<file path="src/rtl/ssui_pkg.sv">
// ssui_pkg: shared types and constants for the sorted set union/intersection block.
// Used by ssui_cell, ssui_list and sorted_set_union_intersection. No dependencies.
`timescale 1ns / 1ps
`default_nettype none
package ssui_pkg;

   localparam int LIST_DEPTH  = 16;
   localparam int MAX_RESULTS = 48;
   localparam int ELEM_W      = 32;
   localparam int CNT_W       = $clog2(LIST_DEPTH + 1);
   localparam int K_W         = $clog2(MAX_RESULTS + 1);

   localparam logic [1:0] ACT_FIRST   = 2'd0;
   localparam logic [1:0] ACT_SECOND  = 2'd1;
   localparam logic [1:0] ACT_COMPUTE = 2'd2;

   localparam logic SET_UNION = 1'b0;
   localparam logic SET_INTER = 1'b1;

   typedef logic signed [ELEM_W-1:0] elem_type;

   typedef struct packed {
      logic [1:0] action;
      elem_type   value;
   } req_type;

   typedef struct packed {
      logic     set_kind;
      elem_type element;
      logic     empty_res;
      logic     overflow;
      logic     last;
   } rsp_type;

   typedef struct packed {
      logic ins;
      logic shift;
      logic clr;
   } list_cmd_type;

   typedef struct packed {
      logic ins;
      logic shift;
   } cell_cmd_type;

endpackage
`default_nettype wire

</file>
<file path="src/rtl/ssui_cell.sv">
// ssui_cell: one element slot of a sorted list chain.
// Insert takes own, left neighbor or new value; shift takes the right neighbor. Uses ssui_pkg.
`timescale 1ns / 1ps
`default_nettype none
module ssui_cell (
   input  wire                   clock,
   input  ssui_pkg::cell_cmd_type cmd,
   input  ssui_pkg::elem_type    value_in,
   input  ssui_pkg::elem_type    left_val,
   input  ssui_pkg::elem_type    right_val,
   input  wire                   own_valid,
   input  wire                   left_lt,
   output ssui_pkg::elem_type    val,
   output logic                  lt
);

   ssui_pkg::elem_type val_ff;
   ssui_pkg::elem_type val_in;

   assign val = val_ff;
   assign lt  = own_valid && (val_ff < value_in);

   always_comb begin
      val_in = val_ff;
      if (cmd.ins) begin
         if (!lt) begin
            val_in = left_lt ? value_in : left_val;
         end
      end else if (cmd.shift) begin
         val_in = right_val;
      end
   end

   always_ff @(posedge clock) begin
      val_ff <= val_in;
   end

endmodule
`default_nettype wire

</file>
<file path="src/rtl/ssui_list.sv">
// ssui_list: bounded ascending list as a chain of ssui_cell slots plus a fill count.
// Shift pops the head and rotates it to the tail slot. Uses ssui_pkg, ssui_cell.
`timescale 1ns / 1ps
`default_nettype none
module ssui_list (
   input  wire                    clock,
   input  wire                    reset,
   input  ssui_pkg::list_cmd_type cmd,
   input  ssui_pkg::elem_type     value_in,
   output ssui_pkg::elem_type     head,
   output logic [ssui_pkg::CNT_W-1:0] count,
   output logic                   full
);

   logic [ssui_pkg::CNT_W-1:0] count_ff;
   logic [ssui_pkg::CNT_W-1:0] count_in;
   logic [ssui_pkg::CNT_W-1:0] tail_idx;
   ssui_pkg::elem_type         vals [ssui_pkg::LIST_DEPTH];
   logic                       lts  [ssui_pkg::LIST_DEPTH];
   ssui_pkg::cell_cmd_type     cell_cmd;

   assign count    = count_ff;
   assign full     = (count_ff == ssui_pkg::CNT_W'(ssui_pkg::LIST_DEPTH));
   assign head     = vals[0];
   assign tail_idx = count_ff - ssui_pkg::CNT_W'(1);
   assign cell_cmd.ins   = cmd.ins && !full;
   assign cell_cmd.shift = cmd.shift;

   genvar i;
   generate
      for (i = 0; i < ssui_pkg::LIST_DEPTH; i++) begin : g_cell
         ssui_pkg::elem_type left_v;
         ssui_pkg::elem_type right_v;
         logic               left_l;
         if (i == 0) begin : g_first
            assign left_v = vals[0];
            assign left_l = 1'b1;
         end else begin : g_mid
            assign left_v = vals[i-1];
            assign left_l = lts[i-1];
         end
         if (i == ssui_pkg::LIST_DEPTH - 1) begin : g_last
            assign right_v = vals[0];
         end else begin : g_inner
            assign right_v = (tail_idx == ssui_pkg::CNT_W'(i)) ? vals[0] : vals[i+1];
         end
         ssui_cell u_cell (
            .clock     (clock),
            .cmd       (cell_cmd),
            .value_in  (value_in),
            .left_val  (left_v),
            .right_val (right_v),
            .own_valid (ssui_pkg::CNT_W'(i) < count_ff),
            .left_lt   (left_l),
            .val       (vals[i]),
            .lt        (lts[i])
         );
      end
   endgenerate

   always_comb begin
      count_in = count_ff;
      if (cmd.clr) begin
         count_in = '0;
      end else if (cmd.ins && !full) begin
         count_in = count_ff + ssui_pkg::CNT_W'(1);
      end
   end

   always_ff @(posedge clock) begin
      if (reset) begin
         count_ff <= '0;
      end else begin
         count_ff <= count_in;
      end
   end

endmodule
`default_nettype wire

</file>
<file path="src/rtl/sorted_set_union_intersection.sv">
// Sorted set union/intersection top level: two ssui_list chains and the merge sequencer.
// Uses ssui_pkg, ssui_list.
//
// A load item (first or second list) is inserted into its list; busy stays low, so
// loads go back to back. A load to a full list is dropped and sets the sticky overflow
// flag. A compute item raises busy: one pass merges the lists for the union (one
// popped element per cycle, rotated back into its chain), a second pass walks them for
// the intersection. Results come out on rsp_strobe at most one per cycle; each is held
// internally until the next one is found, so the final one can carry last; the receiver
// cannot stall and must take each item in its strobe cycle. With both lists empty, one
// item flagged empty_res is sent the cycle after start. Compute clears both lists and
// the overflow flag.
`timescale 1ns / 1ps
`default_nettype none
module sorted_set_union_intersection (
   input  wire               clock,
   input  wire               reset,
   input  wire               start,
   output logic              busy,
   input  ssui_pkg::req_type req_item,
   output logic              rsp_strobe,
   output ssui_pkg::rsp_type rsp_item
);

   typedef enum logic [1:0] {ST_IDLE, ST_UNION, ST_INTER} state_type;

   state_type                  state_ff, state_in;
   logic [ssui_pkg::CNT_W-1:0] ra_ff, ra_in, rb_ff, rb_in;
   logic [ssui_pkg::K_W-1:0]   k_ff, k_in;
   ssui_pkg::elem_type         prev_ff, prev_in;
   logic                       have_prev_ff, have_prev_in;
   logic                       pend_valid_ff, pend_valid_in;
   logic                       pend_kind_ff, pend_kind_in;
   ssui_pkg::elem_type         pend_elem_ff, pend_elem_in;
   logic                       dropped_ff, dropped_in;
   logic                       rsp_strobe_ff, rsp_strobe_in;
   ssui_pkg::rsp_type          rsp_ff, rsp_in;

   ssui_pkg::list_cmd_type     cmd_a, cmd_b;
   ssui_pkg::elem_type         head_a, head_b;
   logic [ssui_pkg::CNT_W-1:0] cnt_a, cnt_b;
   logic                       full_a, full_b;
   logic                       accept;
   logic                       room;
   logic                       gen;
   logic                       gen_kind;
   ssui_pkg::elem_type         gen_val;

   ssui_list u_list_a (
      .clock    (clock),
      .reset    (reset),
      .cmd      (cmd_a),
      .value_in (req_item.value),
      .head     (head_a),
      .count    (cnt_a),
      .full     (full_a)
   );

   ssui_list u_list_b (
      .clock    (clock),
      .reset    (reset),
      .cmd      (cmd_b),
      .value_in (req_item.value),
      .head     (head_b),
      .count    (cnt_b),
      .full     (full_b)
   );

   assign busy       = (state_ff != ST_IDLE);
   assign accept     = start && !busy;
   assign room       = (k_ff < ssui_pkg::K_W'(ssui_pkg::MAX_RESULTS));
   assign rsp_strobe = rsp_strobe_ff;
   assign rsp_item   = rsp_ff;

   always_comb begin
      state_in      = state_ff;
      ra_in         = ra_ff;
      rb_in         = rb_ff;
      k_in          = k_ff;
      prev_in       = prev_ff;
      have_prev_in  = have_prev_ff;
      pend_valid_in = pend_valid_ff;
      pend_kind_in  = pend_kind_ff;
      pend_elem_in  = pend_elem_ff;
      dropped_in    = dropped_ff;
      rsp_strobe_in = 1'b0;
      rsp_in        = rsp_ff;
      cmd_a         = '0;
      cmd_b         = '0;
      gen           = 1'b0;
      gen_kind      = ssui_pkg::SET_UNION;
      gen_val       = head_a;

      unique case (state_ff)
         ST_IDLE: begin
            if (accept) begin
               case (req_item.action)
                  ssui_pkg::ACT_FIRST: begin
                     cmd_a.ins = 1'b1;
                     if (full_a) dropped_in = 1'b1;
                  end
                  ssui_pkg::ACT_SECOND: begin
                     cmd_b.ins = 1'b1;
                     if (full_b) dropped_in = 1'b1;
                  end
                  ssui_pkg::ACT_COMPUTE: begin
                     if (cnt_a == '0 && cnt_b == '0) begin
                        rsp_strobe_in      = 1'b1;
                        rsp_in.set_kind    = ssui_pkg::SET_UNION;
                        rsp_in.element     = '0;
                        rsp_in.empty_res   = 1'b1;
                        rsp_in.overflow    = dropped_ff;
                        rsp_in.last        = 1'b1;
                        dropped_in         = 1'b0;
                     end else begin
                        state_in      = ST_UNION;
                        ra_in         = cnt_a;
                        rb_in         = cnt_b;
                        k_in          = '0;
                        have_prev_in  = 1'b0;
                        pend_valid_in = 1'b0;
                     end
                  end
                  default: ;
               endcase
            end
         end
         ST_UNION: begin
            if ((ra_ff != '0 || rb_ff != '0) && room) begin
               if (rb_ff == '0 || (ra_ff != '0 && !(head_b < head_a))) begin
                  cmd_a.shift = 1'b1;
                  ra_in       = ra_ff - ssui_pkg::CNT_W'(1);
                  gen_val     = head_a;
               end else begin
                  cmd_b.shift = 1'b1;
                  rb_in       = rb_ff - ssui_pkg::CNT_W'(1);
                  gen_val     = head_b;
               end
               gen = !have_prev_ff || (gen_val != prev_ff);
            end else begin
               state_in     = ST_INTER;
               ra_in        = cnt_a;
               rb_in        = cnt_b;
               have_prev_in = 1'b0;
            end
         end
         ST_INTER: begin
            if (ra_ff != '0 && rb_ff != '0 && room) begin
               if (head_a < head_b) begin
                  cmd_a.shift = 1'b1;
                  ra_in       = ra_ff - ssui_pkg::CNT_W'(1);
               end else if (head_b < head_a) begin
                  cmd_b.shift = 1'b1;
                  rb_in       = rb_ff - ssui_pkg::CNT_W'(1);
               end else begin
                  cmd_a.shift = 1'b1;
                  cmd_b.shift = 1'b1;
                  ra_in       = ra_ff - ssui_pkg::CNT_W'(1);
                  rb_in       = rb_ff - ssui_pkg::CNT_W'(1);
                  gen_kind    = ssui_pkg::SET_INTER;
                  gen_val     = head_a;
                  gen         = !have_prev_ff || (head_a != prev_ff);
               end
            end else begin
               rsp_strobe_in    = 1'b1;
               rsp_in.set_kind  = pend_kind_ff;
               rsp_in.element   = pend_elem_ff;
               rsp_in.empty_res = 1'b0;
               rsp_in.overflow  = dropped_ff;
               rsp_in.last      = 1'b1;
               pend_valid_in    = 1'b0;
               cmd_a.clr        = 1'b1;
               cmd_b.clr        = 1'b1;
               dropped_in       = 1'b0;
               state_in         = ST_IDLE;
            end
         end
         default: state_in = ST_IDLE;
      endcase

      // new distinct result: release the held one, hold this one
      if (gen) begin
         prev_in       = gen_val;
         have_prev_in  = 1'b1;
         k_in          = k_ff + ssui_pkg::K_W'(1);
         pend_valid_in = 1'b1;
         pend_kind_in  = gen_kind;
         pend_elem_in  = gen_val;
         if (pend_valid_ff) begin
            rsp_strobe_in    = 1'b1;
            rsp_in.set_kind  = pend_kind_ff;
            rsp_in.element   = pend_elem_ff;
            rsp_in.empty_res = 1'b0;
            rsp_in.overflow  = dropped_ff;
            rsp_in.last      = 1'b0;
         end
      end
   end

   always_ff @(posedge clock) begin
      if (reset) begin
         state_ff      <= ST_IDLE;
         dropped_ff    <= 1'b0;
         rsp_strobe_ff <= 1'b0;
         pend_valid_ff <= 1'b0;
         have_prev_ff  <= 1'b0;
         ra_ff         <= '0;
         rb_ff         <= '0;
         k_ff          <= '0;
      end else begin
         state_ff      <= state_in;
         dropped_ff    <= dropped_in;
         rsp_strobe_ff <= rsp_strobe_in;
         pend_valid_ff <= pend_valid_in;
         have_prev_ff  <= have_prev_in;
         ra_ff         <= ra_in;
         rb_ff         <= rb_in;
         k_ff          <= k_in;
      end
      prev_ff      <= prev_in;
      pend_kind_ff <= pend_kind_in;
      pend_elem_ff <= pend_elem_in;
      rsp_ff       <= rsp_in;
   end

endmodule
`default_nettype wire
</file>
<file path="config.mk">
export PLATFORM = sky130hd
export DESIGN_NAME = sorted_set_union_intersection
export DESIGN_NICKNAME = d
export VERILOG_FILES = /design/src/rtl/ssui_pkg.sv /design/src/rtl/ssui_cell.sv /design/src/rtl/ssui_list.sv /design/src/rtl/sorted_set_union_intersection.sv
export SDC_FILE = /design/constraint.sdc
export NUM_CORES = 2
export LEC_CHECK = 0
export BUFFER_PORTS_ARGS = -buffer_cell sky130_fd_sc_hd__clkbuf_2
export CAP_MARGIN = 20
export CORE_MARGIN = 5
export CORE_UTILIZATION = 35
export DETAILED_ROUTE_END_ITERATION = 8
export GPL_TIMING_DRIVEN = 0
export RECOVER_POWER = 25
export SETUP_SLACK_MARGIN = 0.2
export SLEW_MARGIN = 20
export SYNTH_ARGS = -nofsm -noshare
export SYNTH_HDL_FRONTEND = slang
export SYNTH_HIERARCHICAL = 1
export SYNTH_SLANG_ARGS = --single-unit
</file>
<file path="constraint.sdc">
create_clock -name clock -period 15.8 [get_ports clock]
set_input_delay 3.16 -clock clock [delete_from_list [all_inputs] [get_ports clock]]
set_output_delay 3.16 -clock clock [all_outputs]
set_load 0.1 [all_outputs]
</file>
==> out/qor.yml <==
timing:
  worst_pin_slew_ns: 4.88
  relSlewSlack_pct: -225
  min_period_ns: 10.25
  tns_ns: 0
  hold_viol: 0
  clock_skew_ns: 0.0617
  rsz0062_at_grt: "no"
  finalSetupViolCount: 0
  clock.fmax_mhz: 97.6
  fin_crit_sh_pct: 64.9
  final_max_slew_viol_count: 154
outcome:
  status: "finished with violations"
  violations: "max-capacitance violations, max-slew violations"
grt:
  grt_pass1_vias: 76100
  grt_pass1_wl_mm: 507
  grt_antenna_before_repair: 10
  grt-ovfl-total: 0
  grt_start_max_net_pins: 65
  globalRouteTotalUtil_pct: 23.1
setup_path:
  start_kind: "input pin"
  regToRegSetupSlack_ns: 6.60
  critPathRequiredTime_ns: 16.28
  crit_path_end_kind: "flip-flop"
  crit-reg2reg-launch: "u_list_a/g_cell[0].u_cell/val[31]"
  path_class: "in -> reg"
  worst_r2r_endpoint: "u_list_a/g_cell[0].u_cell/val[2]"
  arrival_ns: 10.73
  reg2reg_depth: 16
  crit_fanout: 58
power:
  p_seq_share_pct: 40.2
  intPower_mw: 6.51
  p_switching_mw: 3.71
  p_leak_nw: 43.2
  p_sw_share_pct: 36.3
  p_comb_share_pct: 29.1
  power_per_cell_area_nw_per_um2: 94.8
  finalPower_mw: 10.2
  peakVddDrop_mv: 0.194
  clkPwrFrac_pct: 30.7
cts:
  clockBufferDepth: 4
  cts_tree: "done"
  clkSlewWorstSetupHoldPaths_ns: 0.05
  ctsHoldBuffers: 0
  clock_latency_ns: 0.83
  numCtsBuffers: 140
  cts_resized: 0
  clock-sinks: 1125
  ctsRootBufferMaster: "clkbuf_16"
  cts_setup_buffers: 0
  h-tree-depth: 4
die:
  die_h_um: 537
  dieWidth_um: 537
  io_pins: 75
  initial_core_util_pct: 35.1
  rows: 193
  core_um2: 276000
  dieArea_um2: 288000
finish:
  area_growth_pct: 11.1
  drive_above_1_share_pct: 15.1
  fin_area_um2: 108000
  nets: 11600
  nFillCells: 27600
  final_common_cell: "a21oi_1"
  layout_common_cells: "a21oi_1 (1,468), nor2_1 (1,246), inv_1 (1,068)"
drt:
  vias_per_cell: 5.66
  drc: 0
  ant_nets: 0
  wl_per_cell_um: 24.3
  vias: 81200
  routed_wl_mm: 349
  first_pass_iters: 6
  drtIter0Drc: 9620
worst_hold_path:
  hold_depth: 1
  holdPathEnd: "rsp_item[16]"
  worstHoldStart: "rsp_item[16]"
  hold_class: "reg -> reg"
placement:
  globalplace.congestion: 0.899
  postPlaceCellArea_um2: 104000
  place_hpwl_mm: 260
  io_buffers: 74
yosys:
  ys_warn_count: 6
  synth_nets: 11300
  synthCells: 10200
  syn_area_per_cell_um2: 9.55
  syn_area_um2: 97100
flow_run:
  drv_cap: 6
==> critical path, cell delays in order <==
cell	delay [ns]
clkbuf_1	0.40
clkbuf_1	3.41
inv_1	0.18
ha_1	0.54
nand4_1	0.17
nor2_1	0.06
a221oi_1	0.24
o211ai_1	0.17
and4b_1	0.22
nor3_1	0.76
clkbuf_1	0.53
clkbuf_1	0.51
buf_6	0.22
==> flip-flops by register name (all words and copies together), names as in the netlist <==
signal,cells
have_prev_ff,1
dropped_ff,1
ra_ff,5
u_list_a/g_cell.u_cell/val,512
pend_elem_ff,32
u_list_b/count,5
pend_kind_ff,1
rb_ff,5
pend_valid_ff,1
state_ff,2
rsp_item,36
rsp_strobe,1
u_list_b/g_cell.u_cell/val,512
u_list_a/count,5
k_ff,6
==> how the worst max path moves through the flow <==
| stage | startpoint | to | slack (ns) | cells after the start |
|---|---|---|---|---|
| 2_1_floorplan | start | u_list_b/g_cell[15].u_cell/val[0] | 8.12 | 7 |
| 3_3_place_gp | start | u_list_a/g_cell[4].u_cell/val[4] | 3.89 | 8 |
| 3_5_place_dp | req_item[7] | u_list_b/g_cell[10].u_cell/val[21] | 8.31 | 13 |
| 4_1_cts | req_item[7] | u_list_b/g_cell[7].u_cell/val[15] | 9.14 | 13 |
| 5_1_grt | req_item[31] | u_list_a/g_cell[0].u_cell/val[2] | 5.29 | 11 |
| 6_report | req_item[31] | u_list_a/g_cell[0].u_cell/val[2] | 5.55 | 13 |
==> layout make-up <==
class,instances,area [um2],area share [%]
well taps,3705,4640,4.30
plain buffers,537,2480,2.30
inverters,1070,4020,3.73
repair buffers,210,1910,1.77
clock buffers,177,3790,3.51
flip-flops and latches,1125,33100,30.7
diodes,5,12.5,0.0116
clock inverters,61,442,0.409
multi-input cells,7439,57500,53.3
==> per-stage QoR <==
stage                     util, %  setup WS (ns)  hold slack (ns)  std cells
after floorplan                 -           8.12            0.442      10200
after global placement       36.9           3.89            0.453      14000
after detailed placement     37.7           8.31            0.457      14100
after CTS                    39.2           9.14            0.474      14300
after global routing         39.0           5.29            0.489      14300
final                        39.0           5.55            0.470      14300
==> power groups by stage <==
stage / combinational (mW) / sequential [mW] / clock (mW)
final: 2.98 / 4.11 / 3.14
after CTS: 2.96 / 4.08 / 3.18
after detailed placement: 2.94 / 4.14 / 0
after global routing: 3.24 / 4.12 / 3.29
after floorplan: 1.81 / 4.21 / 0
after global placement: 2.83 / 4.18 / 0
==> layer usage <==
metal	vias to the layer above	share of wire, %	global-route usage (%)
met1	38800	45	34.4
li1	37600	-	-
met2	4251	41	34.0
met5	-	0.0020	0
met3	548	10	3.87
met4	2	3.4	7.09
(Power assumes the default switching activity.)
